--- src/hw/rtl/unique_id_table_insert_top_defines.svh ---
// Assertion macros for the identifier table block.
// Used by the top level only; no dependencies.
`ifndef UNIQUE_ID_TABLE_INSERT_TOP_DEFINES_SVH
`define UNIQUE_ID_TABLE_INSERT_TOP_DEFINES_SVH

// Same-cycle implication, disabled while in reset.
`define UITBL_ASSERT_IMP(name, clk, rst_n, ante, cons, msg) \
	name: assert property (@(posedge clk) disable iff (!rst_n) (ante) |-> (cons)) \
		else $error(msg);

// Next-cycle implication, disabled while in reset.
`define UITBL_ASSERT_NXT(name, clk, rst_n, ante, cons, msg) \
	name: assert property (@(posedge clk) disable iff (!rst_n) (ante) |=> (cons)) \
		else $error(msg);

`endif

--- src/hw/rtl/uitbl_pkg.sv ---
// Shared types and constants for the identifier table block.
// No dependencies.
`default_nettype none

package uitbl_pkg;

	localparam int ID_W              = 64;
	localparam int INDEX_W           = 5;
	localparam int COUNT_W           = 6;
	localparam int TABLE_ENTRIES_DEF = 32;

	typedef struct packed {
		logic [ID_W-1:0] device_id;
	} lookup_item_t;

	typedef struct packed {
		logic               already_known;
		logic               was_inserted;
		logic               table_full;
		logic [INDEX_W-1:0] entry_index;
		logic [COUNT_W-1:0] entry_count;
	} result_item_t;

	typedef enum logic [1:0] {
		ST_IDLE,
		ST_SEARCH,
		ST_COMMIT
	} state_t;

	typedef struct packed {
		logic load;
		logic search;
		logic commit;
	} dp_cmd_t;

	typedef struct packed {
		logic slot_free;
	} dp_status_t;

endpackage

`default_nettype wire

--- src/hw/rtl/uitbl_chan_if.sv ---
// Valid/ready channel carrying one item per transfer.
// Payload type is a parameter; no other dependencies.
`default_nettype none

interface uitbl_chan_if #(
	parameter type item_t = logic
);
	logic  valid;
	logic  ready;
	item_t payload;

	modport source (output valid, output payload, input ready);
	modport sink   (input valid, input payload, output ready);
endinterface

`default_nettype wire

--- src/hw/rtl/uitbl_ctrl.sv ---
// Controller for the identifier table: sequences search and commit.
// Depends on uitbl_pkg.
`default_nettype none

module uitbl_ctrl
	import uitbl_pkg::*;
(
	input  logic       clk,
	input  logic       arst_n,
	input  logic       lookup_valid,
	output logic       lookup_ready,
	input  dp_status_t status,
	output dp_cmd_t    cmd
);

	state_t state_q;
	state_t state_next;

	always_ff @(posedge clk or negedge arst_n) begin
		if (!arst_n) begin
			state_q <= ST_IDLE;
		end else begin
			state_q <= state_next;
		end
	end

	always_comb begin
		state_next = state_q;
		unique case (state_q)
			ST_IDLE: begin
				if (lookup_valid) begin
					state_next = ST_SEARCH;
				end
			end
			ST_SEARCH: begin
				state_next = ST_COMMIT;
			end
			ST_COMMIT: begin
				if (status.slot_free) begin
					state_next = lookup_valid ? ST_SEARCH : ST_IDLE;
				end
			end
			default: begin
				state_next = ST_IDLE;
			end
		endcase
	end

	always_comb begin
		lookup_ready = 1'b0;
		cmd          = '0;
		unique case (state_q)
			ST_IDLE: begin
				lookup_ready = 1'b1;
			end
			ST_SEARCH: begin
				cmd.search = 1'b1;
			end
			ST_COMMIT: begin
				lookup_ready = status.slot_free;
				cmd.commit   = status.slot_free;
			end
			default: begin
				lookup_ready = 1'b0;
			end
		endcase
		cmd.load = lookup_valid && lookup_ready;
	end

endmodule

`default_nettype wire

--- src/hw/rtl/uitbl_datapath.sv ---
// Datapath for the identifier table: stored identifiers, parallel compare,
// entry count and result register. Depends on uitbl_pkg.
`default_nettype none

module uitbl_datapath
	import uitbl_pkg::*;
#(
	parameter int TABLE_ENTRIES = TABLE_ENTRIES_DEF
) (
	input  logic            clk,
	input  logic            arst_n,
	input  dp_cmd_t         cmd,
	output dp_status_t      status,
	input  logic [ID_W-1:0] device_id,
	output logic            result_valid,
	input  logic            result_ready,
	output result_item_t    result_item
);

	localparam int CNT_W = $clog2(TABLE_ENTRIES + 1);
	localparam int IDX_W = (TABLE_ENTRIES > 1) ? $clog2(TABLE_ENTRIES) : 1;

	logic [ID_W-1:0]          id_store [TABLE_ENTRIES];
	logic [ID_W-1:0]          id_q;
	logic [TABLE_ENTRIES-1:0] match_vec;
	logic [TABLE_ENTRIES-1:0] match_q;
	logic [CNT_W-1:0]         cnt_q;
	logic [CNT_W-1:0]         cnt_next;
	logic [IDX_W-1:0]         hit_idx;
	logic [IDX_W-1:0]         sel_idx;
	logic [31:0]              idx_ext;
	logic [31:0]              cnt_ext;
	logic                     hit;
	logic                     room;
	logic                     insert;
	logic                     out_valid_q;
	result_item_t             out_q;

	always_ff @(posedge clk) begin
		if (cmd.load) begin
			id_q <= device_id;
		end
	end

	for (genvar k = 0; k < TABLE_ENTRIES; k++) begin : g_cmp
		assign match_vec[k] = (CNT_W'(k) < cnt_q) && (id_store[k] == id_q);
	end

	always_ff @(posedge clk) begin
		if (cmd.search) begin
			match_q <= match_vec;
		end
	end

	// Stored identifiers are distinct, so at most one match bit is set.
	always_comb begin
		hit_idx = '0;
		for (int k = 0; k < TABLE_ENTRIES; k++) begin
			if (match_q[k]) begin
				hit_idx = hit_idx | IDX_W'(k);
			end
		end
	end

	assign hit      = |match_q;
	assign room     = cnt_q < CNT_W'(TABLE_ENTRIES);
	assign insert   = !hit && room;
	assign cnt_next = insert ? cnt_q + CNT_W'(1) : cnt_q;
	assign sel_idx  = hit ? hit_idx : (room ? cnt_q[IDX_W-1:0] : '0);
	assign idx_ext  = 32'(sel_idx);
	assign cnt_ext  = 32'(cnt_next);

	always_ff @(posedge clk) begin
		if (cmd.commit && insert) begin
			id_store[cnt_q[IDX_W-1:0]] <= id_q;
		end
	end

	always_ff @(posedge clk or negedge arst_n) begin
		if (!arst_n) begin
			cnt_q <= '0;
		end else if (cmd.commit) begin
			cnt_q <= cnt_next;
		end
	end

	always_ff @(posedge clk or negedge arst_n) begin
		if (!arst_n) begin
			out_valid_q <= 1'b0;
		end else if (cmd.commit) begin
			out_valid_q <= 1'b1;
		end else if (result_ready) begin
			out_valid_q <= 1'b0;
		end
	end

	always_ff @(posedge clk) begin
		if (cmd.commit) begin
			out_q.already_known <= hit;
			out_q.was_inserted  <= insert;
			out_q.table_full    <= !hit && !room;
			out_q.entry_index   <= idx_ext[INDEX_W-1:0];
			out_q.entry_count   <= cnt_ext[COUNT_W-1:0];
		end
	end

	assign status.slot_free = !out_valid_q || result_ready;
	assign result_valid     = out_valid_q;
	assign result_item      = out_q;

endmodule

`default_nettype wire

--- src/hw/rtl/unique_id_table_insert_top.sv ---
// Top level of the identifier table with insert-if-absent.
// Depends on uitbl_pkg, uitbl_chan_if, uitbl_ctrl, uitbl_datapath and the defines header.
`default_nettype none
`include "unique_id_table_insert_top_defines.svh"

// Each identifier on lookup is compared against all stored entries at once, then either
// reported as found, appended at the next free entry, or dropped with table_full when no
// entry is left. One result per identifier. The search state registers the compare
// across every entry; the commit state then writes any new entry and loads the result
// register. The next identifier is taken in the commit cycle, so a new item is accepted
// before the last is through. The result register holds a finished result while the
// next item is taken; a result still held at the next commit stalls that commit until
// it is transferred. The table starts empty after reset; stored entries need no clearing.

module unique_id_table_insert_top
	import uitbl_pkg::*;
#(
	parameter int TABLE_ENTRIES = TABLE_ENTRIES_DEF
) (
	input  logic         clk,
	input  logic         arst_n,
	uitbl_chan_if.sink   lookup,
	uitbl_chan_if.source result
);

	dp_cmd_t      cmd;
	dp_status_t   status;
	logic         lookup_ready;
	logic         result_valid;
	result_item_t result_item;
	lookup_item_t lookup_item;

	assign lookup_item    = lookup.payload;
	assign lookup.ready   = lookup_ready;
	assign result.valid   = result_valid;
	assign result.payload = result_item;

	uitbl_ctrl u_ctrl (
		.clk          (clk),
		.arst_n       (arst_n),
		.lookup_valid (lookup.valid),
		.lookup_ready (lookup_ready),
		.status       (status),
		.cmd          (cmd)
	);

	uitbl_datapath #(
		.TABLE_ENTRIES (TABLE_ENTRIES)
	) u_datapath (
		.clk          (clk),
		.arst_n       (arst_n),
		.cmd          (cmd),
		.status       (status),
		.device_id    (lookup_item.device_id),
		.result_valid (result_valid),
		.result_ready (result.ready),
		.result_item  (result_item)
	);

	`UITBL_ASSERT_IMP(a_one_outcome, clk, arst_n, result_valid,
		$onehot({result_item.already_known, result_item.was_inserted, result_item.table_full}),
		"result carries other than exactly one outcome")
	`UITBL_ASSERT_IMP(a_commit_slot, clk, arst_n, cmd.commit, !result_valid || result.ready,
		"commit while result register still held")
	`UITBL_ASSERT_NXT(a_load_search, clk, arst_n, cmd.load, cmd.search && !cmd.commit,
		"accepted item not followed by search")

endmodule

`default_nettype wire
--- src/flat_wrapper.sv ---
// flat-port wrapper written by rule: the top's interface ports become plain ports
module unique_id_table_insert_top_flat import uitbl_pkg::*;
#(
	parameter int TABLE_ENTRIES = TABLE_ENTRIES_DEF
)
  (clk, arst_n, lookup_valid, lookup_payload, lookup_ready, result_valid, result_payload, result_ready);
  uitbl_chan_if lookup_i ();
  uitbl_chan_if result_i ();
  input  logic clk;
  input  logic arst_n;
  input wire logic [$bits(lookup_i.valid)-1:0] lookup_valid;
  input wire logic [$bits(lookup_i.payload)-1:0] lookup_payload;
  output wire logic [$bits(lookup_i.ready)-1:0] lookup_ready;
  output wire logic [$bits(result_i.valid)-1:0] result_valid;
  output wire logic [$bits(result_i.payload)-1:0] result_payload;
  input wire logic [$bits(result_i.ready)-1:0] result_ready;
  assign lookup_i.valid = lookup_valid;
  assign lookup_i.payload = lookup_payload;
  assign lookup_ready = lookup_i.ready;
  assign result_valid = result_i.valid;
  assign result_payload = result_i.payload;
  assign result_i.ready = result_ready;
  unique_id_table_insert_top #(.TABLE_ENTRIES(TABLE_ENTRIES)) u_core (.clk(clk), .arst_n(arst_n), .lookup(lookup_i), .result(result_i));
endmodule
--- config.mk ---
export PLATFORM = sky130hd
export DESIGN_NAME = unique_id_table_insert_top_flat
export DESIGN_NICKNAME = d
export VERILOG_FILES = /design/src/hw/rtl/uitbl_pkg.sv /design/src/hw/rtl/uitbl_chan_if.sv /design/src/hw/rtl/uitbl_ctrl.sv /design/src/hw/rtl/uitbl_datapath.sv /design/src/hw/rtl/unique_id_table_insert_top.sv /design/src/flat_wrapper.sv
export VERILOG_INCLUDE_DIRS = /design/src /design/src/hw/rtl
export SDC_FILE = /design/constraint.sdc
export NUM_CORES = 1
export LEC_CHECK = 0
export ABC_AREA = 1
export BUFFER_PORTS_ARGS = -buffer_cell sky130_fd_sc_hd__buf_2
export CAP_MARGIN = 5
export CORE_MARGIN = 2
export CORE_UTILIZATION = 55
export DETAILED_ROUTE_END_ITERATION = 12
export PLACE_DENSITY = 0.71
export SETUP_SLACK_MARGIN = 0.15
export SKIP_CTS_REPAIR_TIMING = 1
export SKIP_LAST_GASP = 1
export SYNTH_ARGS = -nofsm -noshare
export SYNTH_HDL_FRONTEND = slang
export SYNTH_SLANG_ARGS = --single-unit
--- constraint.sdc ---
create_clock -name clk -period 2.7 [get_ports clk]
set_input_delay 0 -clock clk [delete_from_list [all_inputs] [get_ports clk]]
set_output_delay 0 -clock clk [all_outputs]
set_load 0.005 [all_outputs]
Word level (Yosys, flattened, before mapping)
Memories as Yosys holds them, arrays and structs flattened.
Index checks and enable logic that the tools add are counted.
{ "classes": {"add_sub_neg": 1, "order_cmp": 33, "n_eq_ne": 36, "mux": 12, "reduce_logical": 42} }
{ "op_table": {"columns": ["operator", "n"], "rows": [
  ["64-bit by 1-bit equality test with 1-bit output", 32],
  ["5-bit by 6-bit less-than comparator with 1-bit output (first input constant)", 16],
  ["4-bit by 6-bit less-than comparator with 1-bit output (first input constant)", 8],
  ["1-bit logical AND", 35],
  ["32-bit OR reduction", 1],
  ["3-bit by 6-bit less-than comparator with 1-bit output (first input constant)", 4],
  ["1-bit by 6-bit less-than comparator with 1-bit output (first input constant)", 2],
  ["2-bit by 6-bit less-than comparator with 1-bit output (first input constant)", 2],
  ["1-bit two-way mux", 7],
  ["6-bit by 1-bit adder with 6-bit output (second input constant)", 1],
  ["6-bit less-than comparator (second input constant)", 1],
  ["6-bit two-way mux", 1],
  ["2-bit case mux with 3 select lines", 1],
  ["2-bit two-way mux", 2],
  ["2-bit != test (second input constant)", 2],
  ["2-bit by 1-bit equality test with 1-bit output (second input constant)", 1],
  ["2-bit equality test (second input constant)", 1],
  ["1-bit logical NOT", 2],
  ["2-bit logical NOT", 1],
  ["1-bit case mux with 2 select lines", 1],
  ["2-bit AND reduction", 1],
  ["2-bit nonzero test", 1],
  ["1-bit logical OR", 1]
]} }
{ "word_totals": {"reg_bits": 43, "ramBits": 32, "inputBits": 5, "elab_cells": 131, "n_memories": 1} }
{ "mem_list": {"columns": ["name", "words", "word_bits", "rd", "rd_clocked_by_memory_dff", "write_ports", "line_no", "text"], "rows": [
  ["u_core.u_datapath.id_store", 32, 1, 32, 0, 1, "uitbl_datapath.sv:23", "logic [ID_W-1:0] id_store [TABLE_ENTRIES];"]
]} }

Longest topological paths before layout
{ "depth": {"ltp_word": 6, "mapped_depth": 9, "mapped_depth_nobuf": 8} }

Modules after synthesis
Synthesis repeated with hierarchy kept, for this count alone.
{ "hier_totals": {"hier_cells": 7739, "hier_area_um2": 94509.4} }
{ "modules_own_cells": {"columns": ["module", "instances", "cells_per_inst", "area_per_inst_um2", "seq_area_each_um2"], "rows": [
  ["uitbl_datapath", 1, 7721, 94384.3, 64977.3],
  ["uitbl_ctrl", 1, 17, 121.4, 50.0],
  ["unique_id_table_insert_top", 1, 1, 3.8, 0.0]
]} }

Worst setup path after synthesis
Ideal clock, no wire load.
{ "synth_path": {"path_kind": "reg-to-reg", "from": "register u_core.u_ctrl.state_q[1]", "to": "register u_core.u_datapath.match_q[0] (enable)", "t_arrival_ns": 1.776, "required_time_ns": 2.279, "setup_slack_ns": 0.503, "path_stages_with_launch": 2, "synth_period_minus_slack_ns": 2.197, "cell_sequence": "dfrtp_1 -> nor2_1"} }
{ "synth_between": {"elab_chain_len": 2} }
{ "synth_lines": {"columns": ["item", "line_no", "text"], "rows": [
  ["from (decl)", "uitbl_ctrl.sv:16", "state_t state_q;"],
  ["from (signal assigned)", "uitbl_ctrl.sv:23", "state_q <= state_next;"],
  ["2-bit by 1-bit equality test with 1-bit output", "uitbl_ctrl.sv:52", "unique case (state_q)"],
  ["1-bit two-way mux", "uitbl_ctrl.sv:52", null],
  ["to (signal assigned)", "uitbl_datapath.sv:51", "match_q <= match_vec;"],
  ["to (decl)", "uitbl_datapath.sv:26", "logic [TABLE_ENTRIES-1:0] match_q;"]
]} }
No other way between the ends.
A chain may end at the register's enable or synchronous reset.

Final worst setup path
{ "layout_path": {"from": "register u_core.u_datapath.match_q[9]", "to": "memory u_core.u_datapath.id_store[0] (netlist bit) (enable)"} }
{ "layout_between": {"elab_chain_len": 6} }
{ "layout_lines": {"columns": ["item", "line_no", "text"], "rows": [
  ["32-bit OR reduction", "uitbl_datapath.sv:65", "assign hit = |match_q;"],
  ["1-bit logical NOT", null, null],
  ["1-bit logical AND", "uitbl_datapath.sv:67", "assign insert = !hit && room;"],
  ["1-bit logical AND", "uitbl_datapath.sv:74", "if (cmd.commit && insert) begin"],
  ["1-bit two-way mux", "uitbl_datapath.sv:74", null],
  ["1-bit two-way mux (implied by the code)", "uitbl_datapath.sv:75", "id_store[cnt_q[IDX_W-1:0]] <= id_q;"],
  ["to (decl)", "uitbl_datapath.sv:23", null]
]} }
No other way between the ends.

==> results.json <==
{
  "yosys_warnings": 0,
  "antenna_left": 0,
  "postLayoutCellArea_um2": 3860,
  "clk_pin_slew_ps": 80,
  "drcViolationCount": 0,
  "ios": 8,
  "htreeDepth": 3,
  "dpl_worst_slack_ps": 544,
  "cts_tree": "built",
  "mappedNetlistArea_um2": 3520,
  "grt_util_met1": 0.310,
  "routed_wirelength_um": 7060,
  "ys_types": 26,
  "p_int_w": 0.00179,
  "met2_usage": 0.320,
  "clk_latency_ps": 340,
  "layout_setup_ws_ps": 538,
  "die-area_um2": 7060,
  "rrSetupSlack_ps": 540,
  "p_clk_frac": 0.353,
  "path_class": "reg -> reg",
  "seq_power_share": 0.585,
  "slew_headroom": 0.530,
  "row_count": 29,
  "grt_use_met3": 0.0495,
  "p_switching_w": 0.000497,
  "cellLeakagePower_nw": 1.46,
  "worst-slew-pin-transition_ps": 705,
  "place_congestion": 0.928,
  "setup.worst_path.start_class": "flip-flop",
  "numCtsBuffers": 9,
  "core_um2": 6280,
  "r2r_start": "u_core.u_datapath.match_q[9]$_DFFE_PN_",
  "ff2ff_path_depth": 6,
  "worstSetupEndpointType": "flip-flop",
  "netlist_instances": 332,
  "drt_iter0_markers": 228,
  "path_max_fanout": 14,
  "grt_pass1_vias": 2196,
  "max_freq_ghz": 0.463,
  "wl_per_cell_um": 16.4,
  "num_antenna_cells": 0,
  "p_total_w": 0.00228,
  "setup_viol": 0,
  "switching_share": 0.218,
  "status": "finished clean",
  "nNetsFinal": 358,
  "nFillCells": 530,
  "hold_slack_ps": 46.2,
  "crit_end": "u_core.u_datapath.id_store[0]$_DFFE_PP_",
  "die_w_um": 84.0,
  "min_period_ps": 2160,
  "cts-root-buf": "clkbuf_8",
  "cap_violations": 0,
  "dieHeight_um": 84.0,
  "rsz0062_at_grt": "no",
  "powerDensity_nw_per_um2": 591,
  "grt_busiest_layer": "met2",
  "share_comb_of_total_power": 0.061,
  "fin_tns_setup_ps": 0,
  "synth_fp_nets": 341,
  "maxSlewViolCount": 0,
  "routed_via_density": 5.37,
  "finClkSkew_ps": 7.75,
  "final_cell_mix": "nor2_1, edfxtp_1, nand2_1, inv_1, xor2_1",
  "drive_gt1_frac": 0.0932,
  "startpoint": "u_core.u_datapath.match_q[9]$_DFFE_PN_",
  "postPlaceCellArea_um2": 3640,
  "ys_seq_elements": 75,
  "grt_overflow": 0,
  "antenna_found_initial": 0,
  "grt_pass1_wl_um": 11300,
  "clkSinkCount": 75,
  "initial_utilization": 0.561,
  "drt_first_pass_iters": 4,
  "layout_commonest_cell": "nor2_1",
  "r2r_end": "u_core.u_datapath.id_store[0]$_DFFE_PP_",
  "synth_area_per_cell_um2": 10.6,
  "vias": 2314,
  "syn_to_final_growth_pct": 9.74,
  "hp-class": "in -> async",
  "ys_seq_area_frac": 0.627,
  "port-buffer-count": 7,
  "cp_data_arrival_time_ps": 2200,
  "grtUsageTotal": 0.216,
  "place_hpwl_um": 4770,
  "clock_path_buffers": 2,
  "period_share": 0.801,
  "grt_max_degree": 60,
  "final-hold-violation-count": 0,
  "irDropWorstVdd_mv": 0.367,
  "required_ps": 2730
}
[cell type report]
type	instances	area (um^2)	share of cell area
well taps	77	96.3	0.0249
clock inverters	6	56.3	0.0146
clock buffers	10	128	0.0330
multi-input cells	216	1150	0.297
inverters	31	116	0.0301
repair buffers	16	113	0.0292
flip-flops and latches	75	2210	0.571
[sequential cells by signal, summed over array words and instances, names as in the netlist]
name / flops
u_core.u_datapath.id_q: 1
u_core.u_datapath.result_valid: 1
u_core.u_datapath.match_q: 32
u_core.u_datapath.cnt_q: 6
u_core.u_ctrl.state_q: 2
u_core.u_datapath.id_store: 32
u_core.u_datapath.result_item: 1
[synth_stat cells]
cell type,n,share of area
and2_1,1,0.0018
inv_2,1,0.0011
a211oi_1,1,0.0021
buf_4,1,0.0021
nor2_2,2,0.0036
o311ai_0,1,0.0025
nand4_4,1,0.0060
nand4_1,11,0.020
nand3_1,6,0.0085
xnor2_1,11,0.027
dfrtp_1,9,0.064
nand2_1,48,0.051
nor2_1,71,0.076
a31oi_1,2,0.0036
buf_2,9,0.013
edfxtp_1,66,0.56
inv_1,27,0.029
clkinv_1,3,0.0032
or2_1,1,0.0018
o21ai_0,14,0.020
nor3_1,9,0.013
ha_1,4,0.014
xor2_1,19,0.047
nor2_4,3,0.0096
a21oi_1,10,0.014
o221a_2,1,0.0032
[worst min path at each step]
stage	startpoint	end	cells after the start
after floorplan	arst_n	u_core.u_ctrl.state_q[0]$_DFFE_PN0P_	0
after global placement	arst_n	u_core.u_ctrl.state_q[1]$_DFFE_PN0P_	1
after detailed placement	arst_n	u_core.u_ctrl.state_q[1]$_DFFE_PN0P_	1
after CTS	arst_n	u_core.u_ctrl.state_q[1]$_DFFE_PN0P_	1
after global routing	arst_n	u_core.u_datapath.cnt_q[4]$_DFFE_PN0P_	2
final	arst_n	u_core.u_datapath.cnt_q[5]$_DFFE_PN0P_	2
[per-stage QoR]
| step | utilization | instances |
|---|---|---|
| 2_1_floorplan | - | 332 |
| 3_3_place_gp | 0.580 | 411 |
| 3_5_place_dp | 0.580 | 411 |
| 4_1_cts | 0.609 | 427 |
| 5_1_grt | 0.615 | 431 |
| 6_report | 0.615 | 431 |
[power groups by stage]
stage	Sequential [W]	Combinational [W]	Clock, W
2_1_floorplan	0.00136	0.0000883	0
3_3_place_gp	0.00136	0.000132	0
3_5_place_dp	0.00136	0.000136	0
4_1_cts	0.00134	0.000136	0.000824
5_1_grt	0.00134	0.000158	0.000879
6_report	0.00134	0.000140	0.000807
[routing by layer]
metal	share of wire	wire length, um
met4	0.011	77
met2	0.47	3290
met3	0.076	539
met1	0.45	3150
met5	0	0
[worst max-delay path: stages (launching register included)]
cell	delay, ps
edfxtp_1	350
or2_1	230
nor2_1	130
nand2_1	130
nor2_4	300
nand4_1	450
nor2_1	280
[logic make-up (layout without fill, tap and decap cells)]
kind of cell             after synthesis  count (layout)  synth area share
AO/OA/AOI/OAI                         29              29            0.0455
XOR/XNOR                              30              30            0.0747
adder cells (fa/ha/maj)                4               4            0.0142
buffers and inverters                 41              63            0.0480
flip-flops                            75              75             0.627
AND/OR/NAND/NOR                      153             153             0.191
Power figures use the tool's default switching activity.
